### src/design/mkpc_pkg.sv
// Package for the multi-key press classifier: event and key codes, register
// indexes, register reset values and the hold counter advance function.
// Depends on nothing; the top level of the block imports it.
`default_nettype none

package mkpc_pkg;

    localparam int NUM_KEYS = 5;
    localparam int PRE_W    = 8;
    localparam int HOLD_W   = 12;
    localparam int CFG_IDX_W  = 3;
    localparam int CFG_DATA_W = 12;

    typedef enum logic [2:0] {
        EV_NONE  = 3'd0,
        EV_HOLD  = 3'd1,
        EV_SHORT = 3'd2,
        EV_LONG  = 3'd3,
        EV_PAIR  = 3'd4,
        EV_ENTER = 3'd5,
        EV_EXIT  = 3'd6
    } event_kind_t;

    localparam logic [2:0] KEY_REAR_A  = 3'd0;
    localparam logic [2:0] KEY_REAR_B  = 3'd1;
    localparam logic [2:0] KEY_FRONT_A = 3'd2;
    localparam logic [2:0] KEY_FRONT_B = 3'd3;
    localparam logic [2:0] KEY_COMBO   = 3'd4;

    localparam logic [CFG_IDX_W-1:0] CFG_PRESCALE_LIMIT  = 3'd0;
    localparam logic [CFG_IDX_W-1:0] CFG_HOLD_SATURATION = 3'd1;
    localparam logic [CFG_IDX_W-1:0] CFG_HOLD_EVENT      = 3'd2;
    localparam logic [CFG_IDX_W-1:0] CFG_LONG_LEVEL      = 3'd3;
    localparam logic [CFG_IDX_W-1:0] CFG_SHORT_MIN       = 3'd4;
    localparam logic [CFG_IDX_W-1:0] CFG_COMBO_DWELL     = 3'd5;

    localparam logic [PRE_W-1:0]  RST_PRESCALE_LIMIT  = 8'd100;
    localparam logic [HOLD_W-1:0] RST_HOLD_SATURATION = 12'd3000;
    localparam logic [HOLD_W-1:0] RST_HOLD_EVENT      = 12'd2000;
    localparam logic [HOLD_W-1:0] RST_LONG_LEVEL      = 12'd1500;
    localparam logic [HOLD_W-1:0] RST_SHORT_MIN       = 12'd50;
    localparam logic [PRE_W-1:0]  RST_COMBO_DWELL     = 8'd200;

    typedef struct packed {
        logic [PRE_W-1:0]  pre;
        logic [HOLD_W-1:0] hold;
        logic              bump;
    } adv_t;

    // One tick of a held key: the prescaler counts up to the limit, then
    // restarts and bumps the saturating hold counter.
    function automatic adv_t advance(input logic [PRE_W-1:0]  pre,
                                     input logic [HOLD_W-1:0] hold,
                                     input logic [PRE_W-1:0]  limit,
                                     input logic [HOLD_W-1:0] sat);
        adv_t r;
        begin
            if (pre < limit)
            begin
                r.pre  = pre + 8'd1;
                r.hold = hold;
                r.bump = 1'b0;
            end
            else
            begin
                r.pre  = '0;
                r.hold = (hold < sat) ? hold + 12'd1 : hold;
                r.bump = 1'b1;
            end
            return r;
        end
    endfunction

    function automatic logic in_short(input logic [HOLD_W-1:0] c,
                                      input logic [HOLD_W-1:0] smin,
                                      input logic [HOLD_W-1:0] lng);
        return (c > smin) && (c < lng);
    endfunction

endpackage

`default_nettype wire

### src/design/mkpc_if.sv
// Valid/ready channel interfaces for the key level beats and event beats.
// Depends on nothing but the handshake convention of the block.
`default_nettype none

interface mkpc_key_if;
    logic valid;
    logic ready;
    logic rear_a_level;
    logic rear_b_level;
    logic front_a_level;
    logic front_b_level;
    logic mode_key_level;

    modport source (output valid, rear_a_level, rear_b_level, front_a_level,
                    front_b_level, mode_key_level, input ready);
    modport sink   (input valid, rear_a_level, rear_b_level, front_a_level,
                    front_b_level, mode_key_level, output ready);
endinterface

interface mkpc_event_if;
    logic       valid;
    logic       ready;
    logic [2:0] event_kind;
    logic [2:0] event_key;

    modport source (output valid, event_kind, event_key, input ready);
    modport sink   (input valid, event_kind, event_key, output ready);
endinterface

`default_nettype wire

### src/design/multi_key_press_classifier_unit.sv
// Top level of the multi-key press classifier: counter state, register
// file, the per-tick classification and the output register.
// Depends on mkpc_pkg and the channel interfaces in mkpc_if.sv.
`default_nettype none

// Each input beat is one tick carrying five active-low key levels; each tick
// yields exactly one event beat (kind none when nothing happened). The whole
// tick is worked out combinationally from the stored counters and the
// incoming levels, and the result sits in a single output register; a new
// tick is taken in every cycle for as long as the event side keeps taking
// beats. The output register sets that rate: a tick is accepted whenever
// the register is empty or is being emptied in the same cycle. Registers
// are written through a plain write port and should only be changed while
// no tick is in flight.
module multi_key_press_classifier_unit
    import mkpc_pkg::*;
(
    input  wire logic                  clk,
    input  wire logic                  rst_n,
    mkpc_key_if.sink                   key_in,
    mkpc_event_if.source               event_out,
    input  wire logic                  cfg_we,
    input  wire logic [CFG_IDX_W-1:0]  cfg_index,
    input  wire logic [CFG_DATA_W-1:0] cfg_wdata
);

    // Configuration registers.
    logic [PRE_W-1:0]  prescale_limit_reg;
    logic [HOLD_W-1:0] hold_saturation_reg;
    logic [HOLD_W-1:0] hold_event_level_reg;
    logic [HOLD_W-1:0] long_level_reg;
    logic [HOLD_W-1:0] short_min_level_reg;
    logic [PRE_W-1:0]  combo_dwell_reg;

    // Per-key counters and the combination dwell counter.
    logic [PRE_W-1:0]  prescale_reg [NUM_KEYS];
    logic [HOLD_W-1:0] hold_reg     [NUM_KEYS];
    logic [PRE_W-1:0]  combo_count_reg;
    logic [PRE_W-1:0]  prescale_next [NUM_KEYS];
    logic [HOLD_W-1:0] hold_next     [NUM_KEYS];
    logic [PRE_W-1:0]  combo_count_next;

    // Output register.
    logic              out_valid_reg;
    event_kind_t       kind_reg;
    logic [2:0]        key_reg;
    event_kind_t       kind_next;
    logic [2:0]        key_next;

    logic              accept;
    logic [NUM_KEYS-1:0] down;

    assign key_in.ready = !out_valid_reg || event_out.ready;
    assign accept       = key_in.valid && key_in.ready;

    assign event_out.valid      = out_valid_reg;
    assign event_out.event_kind = kind_reg;
    assign event_out.event_key  = key_reg;

    // Pin level low means the key is held.
    assign down = {!key_in.mode_key_level, !key_in.front_b_level,
                   !key_in.front_a_level, !key_in.rear_b_level,
                   !key_in.rear_a_level};

    // Configuration writes; indexes beyond the list are ignored.
    always_ff @(posedge clk or negedge rst_n)
    begin
        if (!rst_n)
        begin
            prescale_limit_reg   <= RST_PRESCALE_LIMIT;
            hold_saturation_reg  <= RST_HOLD_SATURATION;
            hold_event_level_reg <= RST_HOLD_EVENT;
            long_level_reg       <= RST_LONG_LEVEL;
            short_min_level_reg  <= RST_SHORT_MIN;
            combo_dwell_reg      <= RST_COMBO_DWELL;
        end
        else if (cfg_we)
        begin
            case (cfg_index)
                CFG_PRESCALE_LIMIT:  prescale_limit_reg   <= cfg_wdata[PRE_W-1:0];
                CFG_HOLD_SATURATION: hold_saturation_reg  <= cfg_wdata[HOLD_W-1:0];
                CFG_HOLD_EVENT:      hold_event_level_reg <= cfg_wdata[HOLD_W-1:0];
                CFG_LONG_LEVEL:      long_level_reg       <= cfg_wdata[HOLD_W-1:0];
                CFG_SHORT_MIN:       short_min_level_reg  <= cfg_wdata[HOLD_W-1:0];
                CFG_COMBO_DWELL:     combo_dwell_reg      <= cfg_wdata[PRE_W-1:0];
                default: ;
            endcase
        end
    end

    // One tick. The keys are visited in the order rear a, rear b, front a,
    // front b, mode key, then the combination; the first event found stops
    // the walk, so the keys after it keep their counters for this tick. Each
    // stage sees the counters as left by the stages before it.
    always_comb
    begin
        adv_t a;
        logic done;

        a         = '0;
        done      = 1'b0;
        kind_next = EV_NONE;
        key_next  = KEY_REAR_A;
        for (int k = 0; k < NUM_KEYS; k++)
        begin
            prescale_next[k] = prescale_reg[k];
            hold_next[k]     = hold_reg[k];
        end
        combo_count_next = combo_count_reg;

        // Rear a: a hold event only while rear b is already long and no
        // combination is running; a short release is silent.
        if (down[0])
        begin
            a = advance(prescale_next[0], hold_next[0], prescale_limit_reg,
                        hold_saturation_reg);
            prescale_next[0] = a.pre;
            hold_next[0]     = a.hold;
            if (a.bump && hold_next[0] == hold_event_level_reg &&
                hold_next[1] > long_level_reg && combo_count_reg == '0)
            begin
                kind_next = EV_HOLD;
                key_next  = KEY_REAR_A;
                done      = 1'b1;
            end
        end
        else if (!in_short(hold_next[0], short_min_level_reg, long_level_reg) &&
                 hold_next[0] > long_level_reg)
        begin
            hold_next[0] = '0;
            kind_next    = EV_LONG;
            key_next     = KEY_REAR_A;
            done         = 1'b1;
        end
        else
        begin
            prescale_next[0] = '0;
            hold_next[0]     = '0;
        end

        // Rear b: its releases are classified only outside a combination;
        // both rear keys in the short window make a pair short.
        if (!done)
        begin
            if (down[1])
            begin
                a = advance(prescale_next[1], hold_next[1], prescale_limit_reg,
                            hold_saturation_reg);
                prescale_next[1] = a.pre;
                hold_next[1]     = a.hold;
                if (a.bump && hold_next[1] == hold_event_level_reg &&
                    hold_next[0] == '0 && combo_count_reg == '0)
                begin
                    kind_next = EV_HOLD;
                    key_next  = KEY_REAR_B;
                    done      = 1'b1;
                end
            end
            else
            begin
                if (combo_count_reg == '0)
                begin
                    if (in_short(hold_next[0], short_min_level_reg, long_level_reg) &&
                        in_short(hold_next[1], short_min_level_reg, long_level_reg))
                    begin
                        hold_next[0] = '0;
                        hold_next[1] = '0;
                        kind_next    = EV_PAIR;
                        key_next     = KEY_COMBO;
                        done         = 1'b1;
                    end
                    else if (in_short(hold_next[1], short_min_level_reg,
                                      long_level_reg))
                    begin
                        hold_next[1] = '0;
                        kind_next    = EV_SHORT;
                        key_next     = KEY_REAR_B;
                        done         = 1'b1;
                    end
                    else if (hold_next[1] > hold_event_level_reg)
                    begin
                        hold_next[1] = '0;
                        kind_next    = EV_LONG;
                        key_next     = KEY_REAR_B;
                        done         = 1'b1;
                    end
                end
                if (!done)
                begin
                    prescale_next[1] = '0;
                    hold_next[1]     = '0;
                end
            end
        end

        // Front a.
        if (!done)
        begin
            if (down[2])
            begin
                a = advance(prescale_next[2], hold_next[2], prescale_limit_reg,
                            hold_saturation_reg);
                prescale_next[2] = a.pre;
                hold_next[2]     = a.hold;
                if (a.bump && hold_next[2] == hold_event_level_reg)
                begin
                    kind_next = EV_HOLD;
                    key_next  = KEY_FRONT_A;
                    done      = 1'b1;
                end
            end
            else
            begin
                if (combo_count_reg == '0)
                begin
                    if (in_short(hold_next[2], short_min_level_reg, long_level_reg))
                    begin
                        hold_next[2] = '0;
                        kind_next    = EV_SHORT;
                        key_next     = KEY_FRONT_A;
                        done         = 1'b1;
                    end
                    else if (hold_next[2] > long_level_reg)
                    begin
                        hold_next[2] = '0;
                        kind_next    = EV_LONG;
                        key_next     = KEY_FRONT_A;
                        done         = 1'b1;
                    end
                end
                if (!done)
                begin
                    prescale_next[2] = '0;
                    hold_next[2]     = '0;
                end
            end
        end

        // Front b: releases are never reported.
        if (!done)
        begin
            if (down[3])
            begin
                a = advance(prescale_next[3], hold_next[3], prescale_limit_reg,
                            hold_saturation_reg);
                prescale_next[3] = a.pre;
                hold_next[3]     = a.hold;
                if (a.bump && hold_next[3] == hold_event_level_reg)
                begin
                    kind_next = EV_HOLD;
                    key_next  = KEY_FRONT_B;
                    done      = 1'b1;
                end
            end
            else
            begin
                prescale_next[3] = '0;
                hold_next[3]     = '0;
            end
        end

        // Mode key: a long hold enters the mode, its release exits it.
        if (!done)
        begin
            if (down[4])
            begin
                a = advance(prescale_next[4], hold_next[4], prescale_limit_reg,
                            hold_saturation_reg);
                prescale_next[4] = a.pre;
                hold_next[4]     = a.hold;
                if (a.bump && hold_next[4] == hold_event_level_reg)
                begin
                    kind_next = EV_ENTER;
                    key_next  = KEY_COMBO;
                    done      = 1'b1;
                end
            end
            else
            begin
                if (hold_next[4] > hold_event_level_reg)
                begin
                    kind_next = EV_EXIT;
                    key_next  = KEY_COMBO;
                    done      = 1'b1;
                end
                prescale_next[4] = '0;
                hold_next[4]     = '0;
            end
        end

        // Combination of front a and rear b both held long.
        if (!done)
        begin
            if (hold_next[2] > long_level_reg && hold_next[1] > long_level_reg)
            begin
                if (combo_count_reg < combo_dwell_reg)
                begin
                    combo_count_next = combo_count_reg + 8'd1;
                end
                else
                begin
                    kind_next = EV_ENTER;
                    key_next  = KEY_COMBO;
                end
            end
            else if (combo_count_reg != '0 && combo_count_reg >= combo_dwell_reg)
            begin
                combo_count_next = '0;
                kind_next        = EV_EXIT;
                key_next         = KEY_COMBO;
            end
        end
    end

    // Counter state advances only on an accepted tick.
    always_ff @(posedge clk or negedge rst_n)
    begin
        if (!rst_n)
        begin
            for (int k = 0; k < NUM_KEYS; k++)
            begin
                prescale_reg[k] <= '0;
                hold_reg[k]     <= '0;
            end
            combo_count_reg <= '0;
        end
        else if (accept)
        begin
            for (int k = 0; k < NUM_KEYS; k++)
            begin
                prescale_reg[k] <= prescale_next[k];
                hold_reg[k]     <= hold_next[k];
            end
            combo_count_reg <= combo_count_next;
        end
    end

    // Output register: filled by an accepted tick, emptied when the beat is
    // taken and no new tick replaces it.
    always_ff @(posedge clk or negedge rst_n)
    begin
        if (!rst_n)
        begin
            out_valid_reg <= 1'b0;
        end
        else if (accept)
        begin
            out_valid_reg <= 1'b1;
        end
        else if (event_out.ready)
        begin
            out_valid_reg <= 1'b0;
        end
    end

    always_ff @(posedge clk)
    begin
        if (accept)
        begin
            kind_reg <= kind_next;
            key_reg  <= key_next;
        end
    end

    // An accepted tick always leaves an event beat waiting in the next cycle.
    a_accept_fills: assert property (@(posedge clk) disable iff (!rst_n)
        accept |=> out_valid_reg)
        else $error("accepted tick left no event beat");

    // Pair, enter and exit events always name the combination key.
    a_combo_key: assert property (@(posedge clk) disable iff (!rst_n)
        (out_valid_reg && (kind_reg == EV_PAIR || kind_reg == EV_ENTER ||
                           kind_reg == EV_EXIT)) |-> key_reg == KEY_COMBO)
        else $error("combination event with a single key index");

    // A tick without an event reports key zero.
    a_none_key: assert property (@(posedge clk) disable iff (!rst_n)
        (out_valid_reg && kind_reg == EV_NONE) |-> key_reg == KEY_REAR_A)
        else $error("empty event carries a key index");

    // The dwell counter only moves on an accepted tick.
    a_combo_stable: assert property (@(posedge clk) disable iff (!rst_n)
        !accept |=> $stable(combo_count_reg))
        else $error("dwell counter changed without a tick");

endmodule

`default_nettype wire
### src/flat_wrapper.sv
// flat-port wrapper written by rule: the top's interface ports become plain ports
module multi_key_press_classifier_unit_flat import mkpc_pkg::*;
  (clk, rst_n, cfg_we, cfg_index, cfg_wdata, key_in_valid, key_in_rear_a_level, key_in_rear_b_level, key_in_front_a_level, key_in_front_b_level, key_in_mode_key_level, key_in_ready, event_out_valid, event_out_event_kind, event_out_event_key, event_out_ready);
  mkpc_key_if key_in_i ();
  mkpc_event_if event_out_i ();
  input  wire logic clk;
  input  wire logic rst_n;
  input  wire logic cfg_we;
  input  wire logic [CFG_IDX_W-1:0] cfg_index;
  input  wire logic [CFG_DATA_W-1:0] cfg_wdata;
  input wire logic [$bits(key_in_i.valid)-1:0] key_in_valid;
  input wire logic [$bits(key_in_i.rear_a_level)-1:0] key_in_rear_a_level;
  input wire logic [$bits(key_in_i.rear_b_level)-1:0] key_in_rear_b_level;
  input wire logic [$bits(key_in_i.front_a_level)-1:0] key_in_front_a_level;
  input wire logic [$bits(key_in_i.front_b_level)-1:0] key_in_front_b_level;
  input wire logic [$bits(key_in_i.mode_key_level)-1:0] key_in_mode_key_level;
  output wire logic [$bits(key_in_i.ready)-1:0] key_in_ready;
  output wire logic [$bits(event_out_i.valid)-1:0] event_out_valid;
  output wire logic [$bits(event_out_i.event_kind)-1:0] event_out_event_kind;
  output wire logic [$bits(event_out_i.event_key)-1:0] event_out_event_key;
  input wire logic [$bits(event_out_i.ready)-1:0] event_out_ready;
  assign key_in_i.valid = key_in_valid;
  assign key_in_i.rear_a_level = key_in_rear_a_level;
  assign key_in_i.rear_b_level = key_in_rear_b_level;
  assign key_in_i.front_a_level = key_in_front_a_level;
  assign key_in_i.front_b_level = key_in_front_b_level;
  assign key_in_i.mode_key_level = key_in_mode_key_level;
  assign key_in_ready = key_in_i.ready;
  assign event_out_valid = event_out_i.valid;
  assign event_out_event_kind = event_out_i.event_kind;
  assign event_out_event_key = event_out_i.event_key;
  assign event_out_i.ready = event_out_ready;
  multi_key_press_classifier_unit u_core (.clk(clk), .rst_n(rst_n), .key_in(key_in_i), .event_out(event_out_i), .cfg_we(cfg_we), .cfg_index(cfg_index), .cfg_wdata(cfg_wdata));
endmodule
### config.mk
export PLATFORM = sky130hd
export DESIGN_NAME = multi_key_press_classifier_unit_flat
export DESIGN_NICKNAME = d
export VERILOG_FILES = /design/src/design/mkpc_pkg.sv /design/src/design/mkpc_if.sv /design/src/design/multi_key_press_classifier_unit.sv /design/src/flat_wrapper.sv
export SDC_FILE = /design/constraint.sdc
export NUM_CORES = 1
export LEC_CHECK = 0
export BUFFER_PORTS_ARGS = -buffer_cell sky130_fd_sc_hd__buf_2
export CAP_MARGIN = 40
export CORE_MARGIN = 5
export CORE_UTILIZATION = 50
export CTS_BUF_LIST = sky130_fd_sc_hd__clkbuf_4 sky130_fd_sc_hd__clkbuf_8 sky130_fd_sc_hd__clkbuf_16
export DETAILED_ROUTE_END_ITERATION = 12
export MAX_ROUTING_LAYER = met4
export PLACE_DENSITY_LB_ADDON = 0.25
export SYNTH_ARGS = -nofsm -noshare
export SYNTH_HDL_FRONTEND = slang
export SYNTH_SLANG_ARGS = --single-unit
export TNS_END_PERCENT = 10
### constraint.sdc
create_clock -name clk -period 6.7 [get_ports clk]
set_input_delay 0.335 -clock clk [delete_from_list [all_inputs] [get_ports clk]]
set_output_delay 0.335 -clock clk [all_outputs]
set_load 0.01 [all_outputs]
Yosys cells after proc, flatten, opt, wreduce, memory -nomap -nowiden
Cells that the tools add are included. W data, S select, Z words.

Register bits: 179. Input port bits: 25. Output and inout bits: 8. Logic and storage cells: 244.

Add/sub/neg operators: 11. Magnitude comparators: 27. Equality and inequality tests: 14. Mux-type cells: 128. Bitwise operators: 5. Reduce and logical (&&, ||, !) cells: 39.

Operators with widths (number): $mux W21 (14); $mux W12 (21); $mux W3 (47); $gt A12 B12 Y1 (11); $lt A12 B12 Y1 (9); $mux W8 (11); $add A12 B1 Y12 const B (5); $eq A12 B12 Y1 (5); $add A8 B1 Y8 const B (6); $lt A8 B8 Y1 (6); $mux W24 (2); $mux W1 (32); $logic_and A1 B1 Y1 (18); $reduce_and A2 Y1 (9); $logic_not A12 Y1 (1); $ge A8 B8 Y1 (1); $logic_not A8 Y1 (1); $ne A2 B2 Y1 const B (4); $reduce_bool A8 Y1 (1); $eq A3 B2 Y1 const B (2); $eq A3 B3 Y1 const B (2); $reduce_and A3 Y1 (2); $not A1 Y1 (5); $reduce_and A4 Y1 (1); 6 further kinds (8).

Longest topological paths before layout
Depth after elaboration: 39. Mapped depth: 31. Gate-level depth less buffers: 27.

Worst setup path after synthesis
OpenSTA, ideal clock, no wires.

Path kind: register -> register. From: register u_core.prescale_limit_reg[5]. To: register u_core.combo_count_reg[3]. Library setup time: 0.095 ns. Data arrival time: 6.172 ns. Data required time: 6.605 ns. Path slack: 0.432 ns. Stages on the path, launching flop included: 30. Path buffers: 4. Period minus slack after synthesis: 6.268 ns. Cell sequence: dfstp_2 -> inv_1 -> ha_1 -> nand2_1 -> or3_1 -> o221a_4 -> or3_4 -> or3_1 -> a22oi_1 -> or4b_4 -> nor3_4 -> nor2_2 -> nand3_2 -> buf_2 -> buf_4 -> o221ai_1 -> ha_1 -> a21o_1 -> a21o_1 -> a21oi_1 -> o211ai_1 -> nand2_1 -> nor3_1 -> nand2b_1 -> and4_1 -> clkbuf_1 -> nand2_1 -> or3_1 -> clkbuf_1 -> o31ai_1.

RTL lines: start: declaration (line multi_key_press_classifier_unit.sv:28) `logic [PRE_W-1:0] prescale_limit_reg;`; start signal: assignment (line multi_key_press_classifier_unit.sv:80) `CFG_PRESCALE_LIMIT: prescale_limit_reg <= cfg_wdata[PRE_W-1:0];`; end signal: assignment (line multi_key_press_classifier_unit.sv:334) `combo_count_reg <= combo_count_next;`; end: declaration (line multi_key_press_classifier_unit.sv:38) `logic [PRE_W-1:0] combo_count_reg;`.

==> flow_metrics.env <==
export IMPL_yosys_area_share_xor_xnor_pct=3.98
export IMPL_yosys_top_cells_count="ha_1, o21ai_0, nand2_1, dfrtp_1"
export IMPL_syn_area_per_cell_um2=8.37
export IMPL_synth_area_leaders="dfrtp_1, ha_1, o21ai_0"
export IMPL_syn_area_mm2=0.0170
export IMPL_dp_hpwl_um=46600
export IMPL_startpoint="u_core.prescale_limit_reg[6]"
export IMPL_synth_mux_area_share_pct=2.57
export IMPL_place_gp_congestion=1.03
export IMPL_grt_util_all_layers_pct=32.9
export IMPL_coreArea_mm2=0.0335
export IMPL_fillers=3026
export IMPL_synth_ff_type="dfrtp_1"
export IMPL_start_kind="flip-flop"
export IMPL_yosys_warnings=0
export IMPL_drv_cap=0
export IMPL_run_status="finished, final reports clean"
export IMPL_routed_wl_um=62000
export IMPL_dp_cells=2523
export IMPL_r2r_end="u_core.combo_count_reg[5]"
export IMPL_portBuffers=32
export IMPL_clk_pin_slew_ns=0.08
export IMPL_powerDensity_mw_per_mm2=281
export IMPL_p_leak_nw=8.58
export IMPL_cp_max_fo=17
export IMPL_finalCritPeriodShare_pct=96.7
export IMPL_rr_worst_depth=28
export IMPL_wl_per_cell_um=24.1
export IMPL_start_util_pct=50.6
export IMPL_synthAdderAreaFrac_pct=17.5
export IMPL_synth_most_common_cell="ha_1"
export IMPL_die_width_um=194
export IMPL_clk_root_buffer_cell="clkbuf_16"
export IMPL_power_switching_mw=2.43
export IMPL_cp_slowest_cell="dfstp_2"
export IMPL_drive_gt1_share_pct=15.3
export IMPL_holdCritPathClass="input port to flip-flop"
export IMPL_critPathKind="flip-flop to flip-flop"
export IMPL_synth_cell_type_count=90
export IMPL_synth_area_leader_cell="dfrtp_1"
export IMPL_finalNonFillerCells=2571
export IMPL_viasPerCell=6.51
export IMPL_sw_frac_of_total_pct=45.2
export IMPL_setup_viol=0
export IMPL_tightest_slew_ns=0.854
export IMPL_synth_top_family_by_area="compound AO/OA/AOI/OAI gates"
export IMPL_dr_pass1_iters=5
export IMPL_period_minus_slack_ns=6.48
export IMPL_arrival_ns=6.86
export IMPL_timing_rr_start="u_core.prescale_limit_reg[6]"
export IMPL_die_h_um=194
export IMPL_ys_seq_elements=178
export IMPL_p_clk_share_pct=19.5
export IMPL_power_combinational_fraction_pct=50.5
export IMPL_hold_viol=0
export IMPL_overflow=0
export IMPL_pin_count=33
export IMPL_p_int_mw=2.94
export IMPL_vias=16700
export IMPL_synth_cells=2029
export IMPL_total_power_mw=5.37
export IMPL_grt_pass1_wl_um=94200
export IMPL_largest_reg_flops=60
export IMPL_clock_path_buffers=2
export IMPL_relSlewSlack_pct=43.1
export IMPL_fin_skew_ns=0.0171
export IMPL_grt_max_degree=67
export IMPL_worstSetupEndpointType="flip-flop"
export IMPL_crit_end="u_core.combo_count_reg[5]"
export IMPL_drc=0
export IMPL_grt_pass1_vias=15800
export IMPL_antenna_found_initial=1
export IMPL_cts_tree="yes"
export IMPL_finalMaxSlewViolations=0
export IMPL_critPathRequiredTime_ns=7.08
export IMPL_cts_made_buffers=17
export IMPL_clkSinkCount=178
export IMPL_dieArea_mm2=0.0377
export IMPL_synth_compound_area_share_pct=22.6
export IMPL_synth_nets=2291
export IMPL_rows=67
export IMPL_synth_edf_count=5
export IMPL_clk_insertion_delay_late_ns=0.47
export IMPL_synthSimpleGateAreaFrac_pct=22.0
export IMPL_pwr_share_seq_pct=30.0
export IMPL_htreeDepth=4
export IMPL_synth_top_cell_area_share_pct=21.2
export IMPL_first_iter_violations=1949
export IMPL_reg2reg_slack_ns=0.22
export IMPL_synthToLayoutAreaGrowth_pct=12.5
export IMPL_ys_seq_area_share_pct=26.6
export IMPL_max_freq_mhz=154
export IMPL_slowest_delay_ns=0.53
export IMPL_ir_drop_uv=222
export IMPL_async_reset_ff_share_pct=97.2
export IMPL_ant_nets=0
export IMPL_nets=2370
[placed cells by master (no fill, tap or decap), drive strengths merged, types with 12 or more instances in the layout]
cell	synthesis	final
nand4	59	59
nor4	22	22
nor2	102	102
and3	36	36
buf	27	162
nand2b	38	38
o221ai	12	12
nor3	42	42
nand3	78	78
dfrtp	144	144
clkbuf	77	22
or3	18	18
o211ai	20	20
xnor2	43	43
xor2	29	29
and2	15	15
a211oi	16	16
nor2b	29	29
ha	237	237
mux2	29	29
dfstp	29	29
o21ai	205	205
inv	95	100
and4	14	14
or2	22	22
nand2	195	195
a21o	53	53
o21a	22	22
o31ai	43	43
a21oi	103	103
[cell type report]
class	instances	area, µm²	area share [%]
timing repair buffer	164	1240	6.49
multi-input combinational	1651	11800	61.9
sequential	178	4520	23.6
clock buffer	21	462	2.42
tap	448	561	2.94
clock inverter	11	120	0.629
inverter	96	364	1.91
antenna	2	5.00	0.0262
[worst max-delay path, delay by kind of cell (launching register included)]
| kind | cells | cell delay [ns] |
|---|---|---|
| fa+ha+maj | 2 | 0.59 |
| simple gates | 14 | 3.23 |
| buf+inv | 3 | 0.37 |
| compound gates | 9 | 1.65 |
| flops | 1 | 0.53 |
[metrics by stage]
step	setup TNS, ns	utilization, %	hold slack (ns)	cell area, µm²	worst slack [ns]
3_5_place_dp	-2.51	54.4	0.303	18200	-0.351
3_3_place_gp	-1.76	54.1	0.490	18200	-0.254
5_1_grt	-0.0870	56.9	0.0804	19100	-0.0272
2_1_floorplan	0	-	0.0394	17000	0.432
4_1_cts	0	56.2	0.0769	18900	0.0678
6_report	0	56.9	0.0929	19100	0.222
[power by group through the flow]
stage | clock, mW | combinational [mW] | sequential (mW)
after floorplan | 0 | 1.75 | 1.47
final | 1.05 | 2.71 | 1.61
after CTS | 1.06 | 2.60 | 1.60
after detailed placement | 0 | 2.58 | 1.61
after global routing | 1.10 | 2.98 | 1.63
after global placement | 0 | 2.49 | 1.61
[worst min path at each step]
| stage | from | to | slack (ns) | cells past startpoint |
|---|---|---|---|---|
| 6_report | key_in_valid | u_core.event_out.valid | 0.09 | 2 |
| 4_1_cts | key_in_valid | u_core.event_out.valid | 0.08 | 2 |
| 3_5_place_dp | rst_n | u_core.hold_reg[41] | 0.30 | 1 |
| 3_3_place_gp | u_core.combo_dwell_reg[4] | u_core.combo_dwell_reg[4] | 0.49 | 1 |
| 2_1_floorplan | rst_n | u_core.combo_count_reg[0] | 0.04 | 0 |
| 5_1_grt | key_in_valid | u_core.event_out.valid | 0.08 | 2 |
[per-layer routing]
| layer | vias up | wire, µm | GRT usage (%) |
|---|---|---|---|
| met1 | 8029 | 25300 | 42.0 |
| met5 | - | 0 | - |
| met4 | 0 | 4540 | 18.8 |
| li1 | 7703 | - | - |
| met3 | 221 | 5490 | 6.31 |
| met2 | 774 | 26700 | 49.1 |
[cells by family (layout without fill, tap and decap cells)]
| kind of cell | Yosys count | after routing |
|---|---|---|
| compound gates | 589 | 589 |
| xor+xnor | 74 | 74 |
| fa+ha+maj | 238 | 238 |
| buf+inv | 200 | 292 |
| flops | 178 | 178 |
| mux | 40 | 40 |
| other cells | 0 | 2 |
| simple gates | 710 | 710 |
[repair_timing]
action,CTS,global route
setup buffers,0,13
setup endpoints to repair,11,11
hold endpoints to repair,38,0
gates cloned,0,0
hold buffers,1,0
pin swaps,0,15
gates resized for setup,4,34
(Power assumes the default switching activity.)
